===== config.mk =====
export PLATFORM = sky130hd
export DESIGN_NAME = dsp_multiply_accumulate_unit
export DESIGN_NICKNAME = d
export VERILOG_FILES = /design/src/rtl/dmac_pkg.sv /design/src/rtl/dsp_multiply_accumulate_unit.sv /design/src/rtl/dmac_front.sv /design/src/rtl/dmac_queue.sv /design/src/rtl/dmac_back.sv
export VERILOG_INCLUDE_DIRS = /design/src /design/src/rtl
export SDC_FILE = /design/constraint.sdc
export NUM_CORES = 2
export LEC_CHECK = 0
export ABC_AREA = 1
export ABC_CLOCK_PERIOD_IN_PS = 8000
export BUFFER_PORTS_ARGS = -buffer_cell sky130_fd_sc_hd__buf_2
export CORE_MARGIN = 5
export CORE_UTILIZATION = 40
export DETAILED_ROUTE_END_ITERATION = 6
export PLACE_DENSITY = 0.6
export SLEW_MARGIN = 30
export SYNTH_ARGS = -nofsm -noshare
export SYNTH_HDL_FRONTEND = slang
export SYNTH_SLANG_ARGS = --single-unit
export TNS_END_PERCENT = 100

===== constraint.sdc =====
create_clock -name clk -period 8 [get_ports clk]
set_input_delay 0 -clock clk [delete_from_list [all_inputs] [get_ports clk]]
set_output_delay 0 -clock clk [all_outputs]
set_load 0.05 [all_outputs]

===== src/rtl/dsp_multiply_accumulate_unit_assert.svh =====
// Assertion macros shared by the multiply-accumulate unit modules.
// Depends on nothing; files that assert take it in by include.
`ifndef DSP_MULTIPLY_ACCUMULATE_UNIT_ASSERT_SVH
`define DSP_MULTIPLY_ACCUMULATE_UNIT_ASSERT_SVH
`ifndef ASSERT_OFF
// Same-cycle implication, disabled while reset is asserted.
`define DMAC_ASSERT_IMP(label, clk, rst_n, ante, cons) \
	label: assert property (@(posedge clk) disable iff (!rst_n) (ante) |-> (cons)) \
		else $error("dmac assertion failed");
// Next-cycle implication, disabled while reset is asserted.
`define DMAC_ASSERT_NXT(label, clk, rst_n, ante, cons) \
	label: assert property (@(posedge clk) disable iff (!rst_n) (ante) |=> (cons)) \
		else $error("dmac assertion failed");
`else
`define DMAC_ASSERT_IMP(label, clk, rst_n, ante, cons)
`define DMAC_ASSERT_NXT(label, clk, rst_n, ante, cons)
`endif
`endif


===== src/rtl/dmac_pkg.sv =====
// Types, codes and constants of the multiply-accumulate unit.
// Depends on nothing; every other module imports it.
package dmac_pkg;

	localparam int QUEUE_DEPTH = 2;
	localparam int DATA_W      = 40;
	localparam int CFG_INDEX_W = 1;

	// Configuration register indexes.
	localparam logic [CFG_INDEX_W-1:0] CFG_UNSIGNED_MODE = 1'd0;
	localparam logic [CFG_INDEX_W-1:0] CFG_SKIP_DOUBLING = 1'd1;

	// Action codes of an input item.
	localparam logic [2:0] ACT_MUL      = 3'd0;
	localparam logic [2:0] ACT_MADD     = 3'd1;
	localparam logic [2:0] ACT_MSUB     = 3'd2;
	localparam logic [2:0] ACT_ACC_ADD  = 3'd3;
	localparam logic [2:0] ACT_MOVE     = 3'd4;
	localparam logic [2:0] ACT_MOVE_CLR = 3'd5;

	// Product register operations carried out by the back part.
	localparam logic [1:0] PROD_KEEP = 2'd0;
	localparam logic [1:0] PROD_LOAD = 2'd1;
	localparam logic [1:0] PROD_ADD  = 2'd2;
	localparam logic [1:0] PROD_SUB  = 2'd3;

	// Accumulator operations carried out by the back part.
	localparam logic [1:0] ACC_KEEP     = 2'd0;
	localparam logic [1:0] ACC_ADD      = 2'd1;
	localparam logic [1:0] ACC_MOVE     = 2'd2;
	localparam logic [1:0] ACC_MOVE_CLR = 2'd3;

	// A move with the low part cleared keeps only the upper 24 bits.
	localparam logic [DATA_W-1:0] LOW_CLEAR_MASK = 40'hff_ffff_0000;

	typedef struct packed {
		logic [2:0]         action;
		logic signed [15:0] operand_a;
		logic signed [15:0] operand_b;
		logic               part_select_form;
		logic               a_is_high;
		logic               b_is_high;
		logic               acc_select;
	} item_t;

	typedef struct packed {
		logic signed [DATA_W-1:0] product_value;
		logic [DATA_W-1:0]        acc_value;
		logic                     acc_written;
	} result_t;

	typedef struct packed {
		logic unsigned_mode;
		logic skip_doubling;
	} cfg_t;

	// Classified item as it travels from the front part to the back part.
	typedef struct packed {
		logic [1:0]        prod_op;
		logic [1:0]        acc_op;
		logic              acc_sel;
		logic [DATA_W-1:0] product;
	} op_t;

endpackage


===== src/rtl/dsp_multiply_accumulate_unit.sv =====
// Top level of the multiply-accumulate unit: configuration registers, front
// part, queue and back part. Depends on dmac_pkg, dmac_front, dmac_queue, dmac_back.
//
// Channel   Direction  Handshake             Payload
// item      in         item_valid/item_stall  dmac_pkg::item_t
// result    out        result_valid/stall     dmac_pkg::result_t
// cfg       in         cfg_valid/cfg_ready    cfg_index, cfg_data
//
// One item is accepted per cycle while item_stall is low; its result passes through
// the front stage register, a queue entry and the state update with the result
// register before it is valid and can be taken.
// The product register feedback add in the back part sets the one-cycle rate.
// Reset clears the product register, both accumulators and the configuration.
// A stalled result holds in its register while up to QDEPTH more beats wait in
// the queue and one more in the front stage; after that item_stall rises.
module dsp_multiply_accumulate_unit #(
	parameter int QDEPTH = dmac_pkg::QUEUE_DEPTH
) (
	input  logic                                 clk,
	input  logic                                 arst_n,
	input  logic                                 item_valid,
	output logic                                 item_stall,
	input  dmac_pkg::item_t                      item,
	output logic                                 result_valid,
	input  logic                                 result_stall,
	output dmac_pkg::result_t                    result,
	input  logic                                 cfg_valid,
	output logic                                 cfg_ready,
	input  logic [dmac_pkg::CFG_INDEX_W-1:0]     cfg_index,
	input  logic                                 cfg_data
);
	import dmac_pkg::*;

	cfg_t cfg_q;
	logic f_valid;
	logic f_ready;
	op_t  f_op;
	logic b_valid;
	logic b_ready;
	op_t  b_op;

	// Configuration writes are always taken.
	assign cfg_ready = 1'b1;

	always_ff @(posedge clk or negedge arst_n) begin
		if (!arst_n) begin
			cfg_q <= '0;
		end else if (cfg_valid) begin
			case (cfg_index)
				CFG_UNSIGNED_MODE: cfg_q.unsigned_mode <= cfg_data;
				CFG_SKIP_DOUBLING: cfg_q.skip_doubling <= cfg_data;
				default: cfg_q <= cfg_q;
			endcase
		end
	end

	dmac_front u_front (
		.clk        (clk),
		.arst_n     (arst_n),
		.cfg        (cfg_q),
		.item_valid (item_valid),
		.item_stall (item_stall),
		.item       (item),
		.op_valid   (f_valid),
		.op_ready   (f_ready),
		.op         (f_op)
	);

	dmac_queue #(
		.DEPTH (QDEPTH)
	) u_queue (
		.clk        (clk),
		.arst_n     (arst_n),
		.push_valid (f_valid),
		.push_ready (f_ready),
		.push_data  (f_op),
		.pop_valid  (b_valid),
		.pop_ready  (b_ready),
		.pop_data   (b_op)
	);

	dmac_back u_back (
		.clk          (clk),
		.arst_n       (arst_n),
		.op_valid     (b_valid),
		.op_ready     (b_ready),
		.op           (b_op),
		.result_valid (result_valid),
		.result_stall (result_stall),
		.result       (result)
	);

endmodule


===== src/rtl/dmac_front.sv =====
// Front part: accepts input beats, classifies the action and forms the product.
// Depends on dmac_pkg.
module dmac_front (
	input  logic           clk,
	input  logic           arst_n,
	input  dmac_pkg::cfg_t cfg,
	input  logic           item_valid,
	output logic           item_stall,
	input  dmac_pkg::item_t item,
	output logic           op_valid,
	input  logic           op_ready,
	output dmac_pkg::op_t  op
);
	import dmac_pkg::*;

	logic               s1_valid_q;
	op_t                op_s1;
	op_t                op_d;
	logic               accept;
	logic               mixed;
	logic               ua;
	logic               ub;
	logic               signed_only;
	logic signed [16:0] a_ext;
	logic signed [16:0] b_ext;
	logic signed [33:0] prod;
	logic [DATA_W-1:0]  prod_ext;

	// The stage takes a new beat when empty or when its beat moves on.
	assign item_stall = s1_valid_q && !op_ready;
	assign accept     = item_valid && !item_stall;

	// Multiply-add and multiply-subtract always use signed operands.
	assign signed_only = (item.action == ACT_MADD) || (item.action == ACT_MSUB);

	// Decode the action into product and accumulator operations.
	always_comb begin
		op_d.prod_op = PROD_KEEP;
		op_d.acc_op  = ACC_KEEP;
		case (item.action)
			ACT_MUL: begin
				op_d.prod_op = PROD_LOAD;
			end
			ACT_MADD: begin
				op_d.prod_op = PROD_ADD;
			end
			ACT_MSUB: begin
				op_d.prod_op = PROD_SUB;
			end
			ACT_ACC_ADD: begin
				op_d.prod_op = PROD_LOAD;
				op_d.acc_op  = ACC_ADD;
			end
			ACT_MOVE: begin
				op_d.prod_op = PROD_LOAD;
				op_d.acc_op  = ACC_MOVE;
			end
			ACT_MOVE_CLR: begin
				op_d.prod_op = PROD_LOAD;
				op_d.acc_op  = ACC_MOVE_CLR;
			end
			default: begin
				op_d.prod_op = PROD_KEEP;
				op_d.acc_op  = ACC_KEEP;
			end
		endcase
		op_d.acc_sel = item.acc_select;
		op_d.product = prod_ext;
	end

	// Low-part operands become unsigned in unsigned mode for part-select forms.
	assign mixed = item.part_select_form && cfg.unsigned_mode && !signed_only;
	assign ua    = mixed && !item.a_is_high;
	assign ub    = mixed && !item.b_is_high;
	assign a_ext = {(ua ? 1'b0 : item.operand_a[15]), item.operand_a};
	assign b_ext = {(ub ? 1'b0 : item.operand_b[15]), item.operand_b};

	// A 17 by 17 signed multiply, sign extended and doubled unless told not to.
	always_comb begin
		prod     = a_ext * b_ext;
		prod_ext = {{(DATA_W - 34){prod[33]}}, prod};
		if (!cfg.skip_doubling) begin
			prod_ext = {prod_ext[DATA_W-2:0], 1'b0};
		end
	end

	// Stage register; the payload needs no reset.
	always_ff @(posedge clk or negedge arst_n) begin
		if (!arst_n) begin
			s1_valid_q <= 1'b0;
		end else if (accept) begin
			s1_valid_q <= 1'b1;
		end else if (op_ready) begin
			s1_valid_q <= 1'b0;
		end
	end

	always_ff @(posedge clk) begin
		if (accept) begin
			op_s1 <= op_d;
		end
	end

	assign op_valid = s1_valid_q;
	assign op       = op_s1;

endmodule


===== src/rtl/dmac_queue.sv =====
// Short queue of classified beats between the front and back parts.
// Depends on dmac_pkg and the assertion header.
`include "dsp_multiply_accumulate_unit_assert.svh"
module dmac_queue #(
	parameter int DEPTH = dmac_pkg::QUEUE_DEPTH
) (
	input  logic          clk,
	input  logic          arst_n,
	input  logic          push_valid,
	output logic          push_ready,
	input  dmac_pkg::op_t push_data,
	output logic          pop_valid,
	input  logic          pop_ready,
	output dmac_pkg::op_t pop_data
);
	import dmac_pkg::*;

	localparam int PW = (DEPTH > 1) ? $clog2(DEPTH) : 1;
	localparam int CW = $clog2(DEPTH + 1);

	op_t           mem_q [DEPTH];
	logic [PW-1:0] wr_ptr_q;
	logic [PW-1:0] rd_ptr_q;
	logic [CW-1:0] count_q;
	logic          push;
	logic          pop;

	assign push_ready = count_q < CW'(DEPTH);
	assign pop_valid  = count_q != '0;
	assign push       = push_valid && push_ready;
	assign pop        = pop_valid && pop_ready;
	assign pop_data   = mem_q[rd_ptr_q];

	// Storage is written at the tail; the payload needs no reset.
	always_ff @(posedge clk) begin
		if (push) begin
			mem_q[wr_ptr_q] <= push_data;
		end
	end

	// Pointers wrap at the depth; the count tracks occupancy.
	always_ff @(posedge clk or negedge arst_n) begin
		if (!arst_n) begin
			wr_ptr_q <= '0;
			rd_ptr_q <= '0;
			count_q  <= '0;
		end else begin
			if (push) begin
				wr_ptr_q <= (wr_ptr_q == PW'(DEPTH - 1)) ? '0 : wr_ptr_q + 1'b1;
			end
			if (pop) begin
				rd_ptr_q <= (rd_ptr_q == PW'(DEPTH - 1)) ? '0 : rd_ptr_q + 1'b1;
			end
			if (push && !pop) begin
				count_q <= count_q + 1'b1;
			end else if (pop && !push) begin
				count_q <= count_q - 1'b1;
			end
		end
	end

	// Occupancy never passes the depth and follows pushes and pops.
	`DMAC_ASSERT_IMP(a_count_bound, clk, arst_n, 1'b1, count_q <= CW'(DEPTH))
	`DMAC_ASSERT_NXT(a_count_up, clk, arst_n, push && !pop, count_q == $past(count_q) + 1'b1)
	`DMAC_ASSERT_NXT(a_count_same, clk, arst_n, push && pop, $stable(count_q))

endmodule


===== src/rtl/dmac_back.sv =====
// Back part: holds the product register and accumulators, updates them and
// registers the result beat. Depends on dmac_pkg and the assertion header.
`include "dsp_multiply_accumulate_unit_assert.svh"
module dmac_back (
	input  logic             clk,
	input  logic             arst_n,
	input  logic             op_valid,
	output logic             op_ready,
	input  dmac_pkg::op_t    op,
	output logic             result_valid,
	input  logic             result_stall,
	output dmac_pkg::result_t result
);
	import dmac_pkg::*;

	logic [DATA_W-1:0] prod_q;
	logic [DATA_W-1:0] acc_q [2];
	logic              res_valid_q;
	result_t           res_q;
	logic              pop;
	logic [DATA_W-1:0] prod_d;
	logic [DATA_W-1:0] acc_cur;
	logic [DATA_W-1:0] acc_d;
	logic              acc_wr;

	// A beat is taken when the result register is empty or being emptied.
	assign op_ready = !res_valid_q || !result_stall;
	assign pop      = op_valid && op_ready;

	// New product register value; sums wrap at 40 bits.
	always_comb begin
		case (op.prod_op)
			PROD_LOAD: prod_d = op.product;
			PROD_ADD:  prod_d = prod_q + op.product;
			PROD_SUB:  prod_d = prod_q - op.product;
			default:   prod_d = prod_q;
		endcase
	end

	// New accumulator value, taken from the old product register.
	always_comb begin
		acc_cur = acc_q[op.acc_sel];
		acc_wr  = op.acc_op != ACC_KEEP;
		case (op.acc_op)
			ACC_ADD:      acc_d = acc_cur + prod_q;
			ACC_MOVE:     acc_d = prod_q;
			ACC_MOVE_CLR: acc_d = prod_q & LOW_CLEAR_MASK;
			default:      acc_d = acc_cur;
		endcase
	end

	// Architectural state and the result valid flag.
	always_ff @(posedge clk or negedge arst_n) begin
		if (!arst_n) begin
			prod_q      <= '0;
			acc_q[0]    <= '0;
			acc_q[1]    <= '0;
			res_valid_q <= 1'b0;
		end else begin
			if (pop) begin
				prod_q <= prod_d;
				if (acc_wr) begin
					acc_q[op.acc_sel] <= acc_d;
				end
			end
			if (pop) begin
				res_valid_q <= 1'b1;
			end else if (!result_stall) begin
				res_valid_q <= 1'b0;
			end
		end
	end

	// Result payload register.
	always_ff @(posedge clk) begin
		if (pop) begin
			res_q.product_value <= prod_d;
			res_q.acc_value     <= acc_d;
			res_q.acc_written   <= acc_wr;
		end
	end

	assign result_valid = res_valid_q;
	assign result       = res_q;

	// State only moves when a beat is carried out, and only as its operation says.
	`DMAC_ASSERT_NXT(a_prod_hold, clk, arst_n, !pop, $stable(prod_q))
	`DMAC_ASSERT_NXT(a_acc_hold, clk, arst_n, !pop || !acc_wr, $stable(acc_q[0]) && $stable(acc_q[1]))
	`DMAC_ASSERT_NXT(a_res_from_pop, clk, arst_n, !pop && !res_valid_q, !res_valid_q)

endmodule

# == Yosys cells after proc, flatten, opt, wreduce, memory -nomap -nowiden ==
# Memory sizes are Yosys's and may differ from the RTL's.
# Index checks and enable logic that the tools add are counted.
# totals
ff_bits,249
rom_bits,0
latchBits,0
inputBits,46
ram_bits,90
n_memories,1
out_inout_bits,84
word_cells,98
# mem_list
name,depth,width,read_ports,rd_clocked_by_memory_dff,write_ports,line,rtl
u_queue.mem_q,2,45,1,0,1,dmac_queue.sv:21,op_t mem_q [DEPTH];
# classes
add_sub_neg,7
muxes,23
mul,1
n_lt_le_gt_ge,3
n_reduce_logical,31
eq_ne,12
shift,0
bitwise,2
div_mod_pow,0
# op_table
op,count
one-hot mux 40 bit (3 select lines),2
two-way mux 40 bit,4
adder 40 bit,2
bitwise mux 80 bit,1
demux 40 bit (select 1 bit),1
subtractor 40 bit,1
multiplier 17 x 17 -> 34 bit,1
two-way mux 34 bit,1
one-hot mux 2 bit (3 select lines),2
logical AND 1 bit,11
two-way mux 1 bit,10
zero test 1 bit,9
== test 2 bit (second input constant),4
nonzero test 2 bit,4
== test 3 x 2 -> 1 bit (second input constant),2
== test 3 bit (second input constant),2
AND reduction 2 bit,3
== test 2 x 1 -> 1 bit (second input constant),2
two-way mux 2 bit,2
OR reduction 4 bit,1
== test 3 x 1 -> 1 bit (second input constant),1
zero test 3 bit,1
adder 1 bit (second input constant),2
adder 2 x 1 -> 2 bit (second input constant),1
other kinds (8),9

# == Depth between registers and ports, before layout ==
# logic_depth
depth_word,8
depth_mapped,32
depth_no_buf,31

# == Modules after synthesis ==
# Synthesis repeated with hierarchy kept, for this count alone.
# hier_totals
cells_unflattened,4518
hier_area_um2,33534.7
# modules_own_cells
module,seq_area_each_um2,n_inst,cells_per_inst,area_per_inst_um2
dmac_back,5460.2,1,2441,16099.2
dmac_front,1226.2,1,1802,13798.2
dmac_queue,2802.7,1,262,3539.6
dsp_multiply_accumulate_unit,50.0,1,13,97.6

# == Least setup slack after synthesis ==
# OpenSTA, ideal clock, no wires.
# synth_timing
path_type,register -> register
from,reg cfg_q[1] (netlist name)
to,reg u_front.op[34] (netlist name)
required_time_ns,7.745
arrival_ns,5.636
setup_ns,0.255
path_stages_with_launch,20
path_buffers,0
slack_ns,2.109
synth_period_minus_slack_ns,5.891
cell_sequence,dfrtp_1 nand4_1 nor2_1 nor2_1 fa_1 fa_1 inv_1 fa_1 fa_1 fa_1 inv_1 fa_1 ha_1 nand2_1 nor3_1 nand2_1 or2_2 nand3_1 nand2b_1 and2_1
# synth_lines
item,line,rtl
"start, declared",dsp_multiply_accumulate_unit.sv:34,cfg_t cfg_q;
"start signal, assigned",dsp_multiply_accumulate_unit.sv:52,default: cfg_q <= cfg_q;

==> qor.txt <==
======================================================================================
Post-synthesis cell area                                                    0.0321 mm²
Cells on worst reg2reg path                                                         21
Register clock-pin slew on the reported worst setup and hold paths             0.06 ns
Clock latency reported for the late side of the worst-skew pair                0.57 ns
Via count normalized by instance count                                            5.03
Number of gates given a new drive strength after cts                                 0
Iteration-0 DRC count of the detailed router                                      1552
Core box area                                                               0.0793 mm²
Startpoint-to-endpoint class of the critical path                         flop to flop
Fin nets                                                                          4753
Maximum number of pins on one net before global-route repair                        72
Reg-to-reg critical path endpoint                                         u_front.op[27]
Highest-count cells in the layout ignoring fill and taps                  1396 x nand2_1, 725 x inv_1, 298 x fa_1
Starting Density                                                                 40.4%
Clock buffer count from CTS                                                         38
GRT Total Usage                                                                  22.0%
Number of levels in the clock H-tree                                                 2
Number of rows in the core area                                                    103
Number of distinct standard cells referenced by the synthesized netlist             59
Leftover overflow at the end of global routing                                       0
Slew of the pin with the lowest slew margin                                    1.04 ns
Flop2flop setup slack                                                          1.07 ns
Sequential area share after synthesis                                            28.8%
Vias in the first global route                                                   27400
I/O Pins                                                                           130
Antenna Diode Count                                                                  0
Global-route wire length before repair                                       151000 µm
Worst setup SP type                                                               flop
Most frequent standard cell in the layout excluding fill and tap cells         nand2_1
Largest fanout on the critical path                                                 10
Class of the tightest hold or removal check                               input port to async pin
Fin crit period                                                                6.93 ns
Total routed wirelength                                                       94400 µm
Die span in y                                                                   293 µm
Reg-to-Reg Start                                                              cfg_q[1]
Crit end category                                                                 flop
Setup slack after layout                                                       1.07 ns
HPWL after detailed placement                                                 77100 µm
Wire per inst                                                                  17.7 µm
Initial antenna violation count                                                      1
MaxCap Viol Count                                                                    0
Horizontal die dimension                                                        293 µm
Status                                                                       completed
Fraction of final layout cells with drive strength greater than 1                7.38%
Die area                                                                    0.0859 mm²
Setup repair after global routing missed its margin                              false
Clock tree root driver cell                                                  clkbuf_16
CTS tree                                                                           yes
Max Slew Vio Count                                                                   0
Setup bufs post-CTS                                                                  0
Count of TritonRoute iterations in the first routing pass                            6
Maximum clock path buffer count                                                      3
Number of clock sinks seen by CTS                                                  329
Setup Total Neg Slack                                                             0 ns
Critical Path RT                                                               8.31 ns
Remaining routing DRC violations                                                     0
Ys async rst share                                                               38.9%
Via total after detailed routing                                                 26800
Port Buffer Count                                                                  128
Area growth from synthesis to final layout                                       9.12%
Max Fclk                                                                       144 MHz
Final period utilization                                                         86.6%
Most used flip-flop cell after synthesis                                      edfxtp_1
Filler cell count                                                                 8080
Worst slew margin relative to its limit                                          29.8%
Placement-stage worst setup slack                                              1.13 ns
Avg Cell Area, Syn                                                            7.67 µm²
Post-synth EDFFs                                                                   201
Nets in the synthesized netlist                                                   4688
Gp weighted congestion                                                           0.981
Setup skew after layout                                                      0.0290 ns
Worst setup path endpoint                                                 u_front.op[27]
Number of warning messages in the yosys log                                          0
Hold Violations, Final                                                               0
Detail Route Antenna Nets                                                            0
Setup Viol. Count Final                                                              0
Data arrival, critical path                                                    7.24 ns
Worst setup path startpoint                                                   cfg_q[1]
Cell count after synthesis                                                        4179
Flops & latches, synth                                                             329
======================================================================================
-- cell type report --
cell class | instances | area [µm²] | area share [%]
clock inverter | 20 | 250 | 0.715
tap | 1050 | 1310 | 3.76
multi-input combinational | 2976 | 19500 | 55.6
sequential | 329 | 9240 | 26.4
timing repair buffer | 158 | 908 | 2.60
clock buffer | 47 | 1020 | 2.90
inverter | 741 | 2790 | 7.97
-- metrics by stage --
stage | cells | utilization (%) | hold slack (ns) | area (µm²)
floorplan | 4179 | - | -0.296 | 32100
global placement | 5241 | 42.4 | 0.0490 | 33600
detailed placement | 5241 | 42.4 | 0.0413 | 33600
CTS | 5321 | 44.1 | 0.0257 | 35000
global route | 5321 | 44.1 | 0.0695 | 35000
finish | 5321 | 44.1 | 0.0163 | 35000
-- routing by layer --
metal / share of wire (%) / track usage, % / vias to the layer above
met4: 3.5 / 7.09 / 0
met2: 50 / 40.2 / 658
met5: 0 / 0 / -
met3: 4.3 / 2.18 / 169
met1: 42 / 27.5 / 12800
li1: - / - / 13100
-- cells by family after synthesis --
kind of cell	after synthesis	share of synthesized area, %
buffers and inverters	874	10.6
DFF	329	28.8
adders and majority gates	463	25.1
xor gates and xnor gates	63	1.72
muxes	3	0.0937
AOI/OAI and AO/OA	466	8.45
and+or+nand+nor	1980	25.3
other	1	0.0117
-- state kept, by name, indices dropped and copies added (netlist names) --
register / count
u_queue.rd_ptr_q: 1
u_back.prod_q: 40
u_queue.mem_q: 80
u_back.acc_q: 80
u_back.result: 81
u_front.op_valid: 1
u_front.op: 40
u_queue.count_q: 2
u_queue.wr_ptr_q: 1
u_back.result_valid: 1
cfg_q: 2
-- cells in the mapped netlist (all sizes together), types with 2 or more instances --
cell type  count  area share [%]
a21o           6            0.14
and2           3           0.059
o221ai         9            0.32
a31o           2           0.055
or2           31            0.61
fa           298              19
a211oi         2           0.047
nand4         32            0.64
ha           165             6.4
inv          740             8.7
o21ai        194             3.1
edfxtp       201              19
nand3        182             2.9
o21bai        25            0.59
nor3          18            0.35
nand2       1418              17
o211ai        22            0.59
clkbuf        92             1.1
a22oi         17            0.40
a21boi         8            0.19
nand3b         8            0.19
nor4           3           0.059
a31oi          6            0.12
xnor2         21            0.57
a21oi        164             2.6
o21a           8            0.19
buf           41            0.82
mux2i          3           0.094
xor2          42             1.1
dfrtp        128              10
nor2         284             3.6
-- how the worst min path moves through the flow --
stage / startpoint / slack [ns] / cells after the start / endpoint
2_1_floorplan: arst_n / -0.30 / 0 / cfg_q[0]
3_3_place_gp: arst_n / 0.05 / 1 / u_back.acc_q[47]
3_5_place_dp: arst_n / 0.04 / 1 / u_back.acc_q[47]
4_1_cts: arst_n / 0.03 / 2 / u_back.acc_q[10]
5_1_grt: item[20] / 0.07 / 3 / u_front.op[0]
6_report: arst_n / 0.02 / 2 / u_back.acc_q[47]
-- worst max-delay path: stages (launching register included) --
cell,delay [ns]
dfrtp_1,0.34
nand4_1,0.42
nor2_1,0.23
buf_4,0.21
nor2_1,0.11
fa_1,0.69
inv_1,0.12
fa_1,0.52
fa_1,0.45
fa_1,0.56
fa_1,0.43
fa_1,0.49
inv_1,0.04
ha_1,0.33
nand2_1,0.12
nor3_1,0.68
nand4_1,0.32
nand3_1,0.23
a21o_1,0.17
nand2_1,0.08
nand3_1,0.10
nand2_1,0.05
-- timing repair --
action,in CTS,in global routing
hold endpoints to repair,85,0
hold buffers,13,0
setup endpoints to repair,0,0
Power is left out: the tool's default activity adds up to more than one toggle a clock period on the data nets, which glitch-free logic cannot reach.
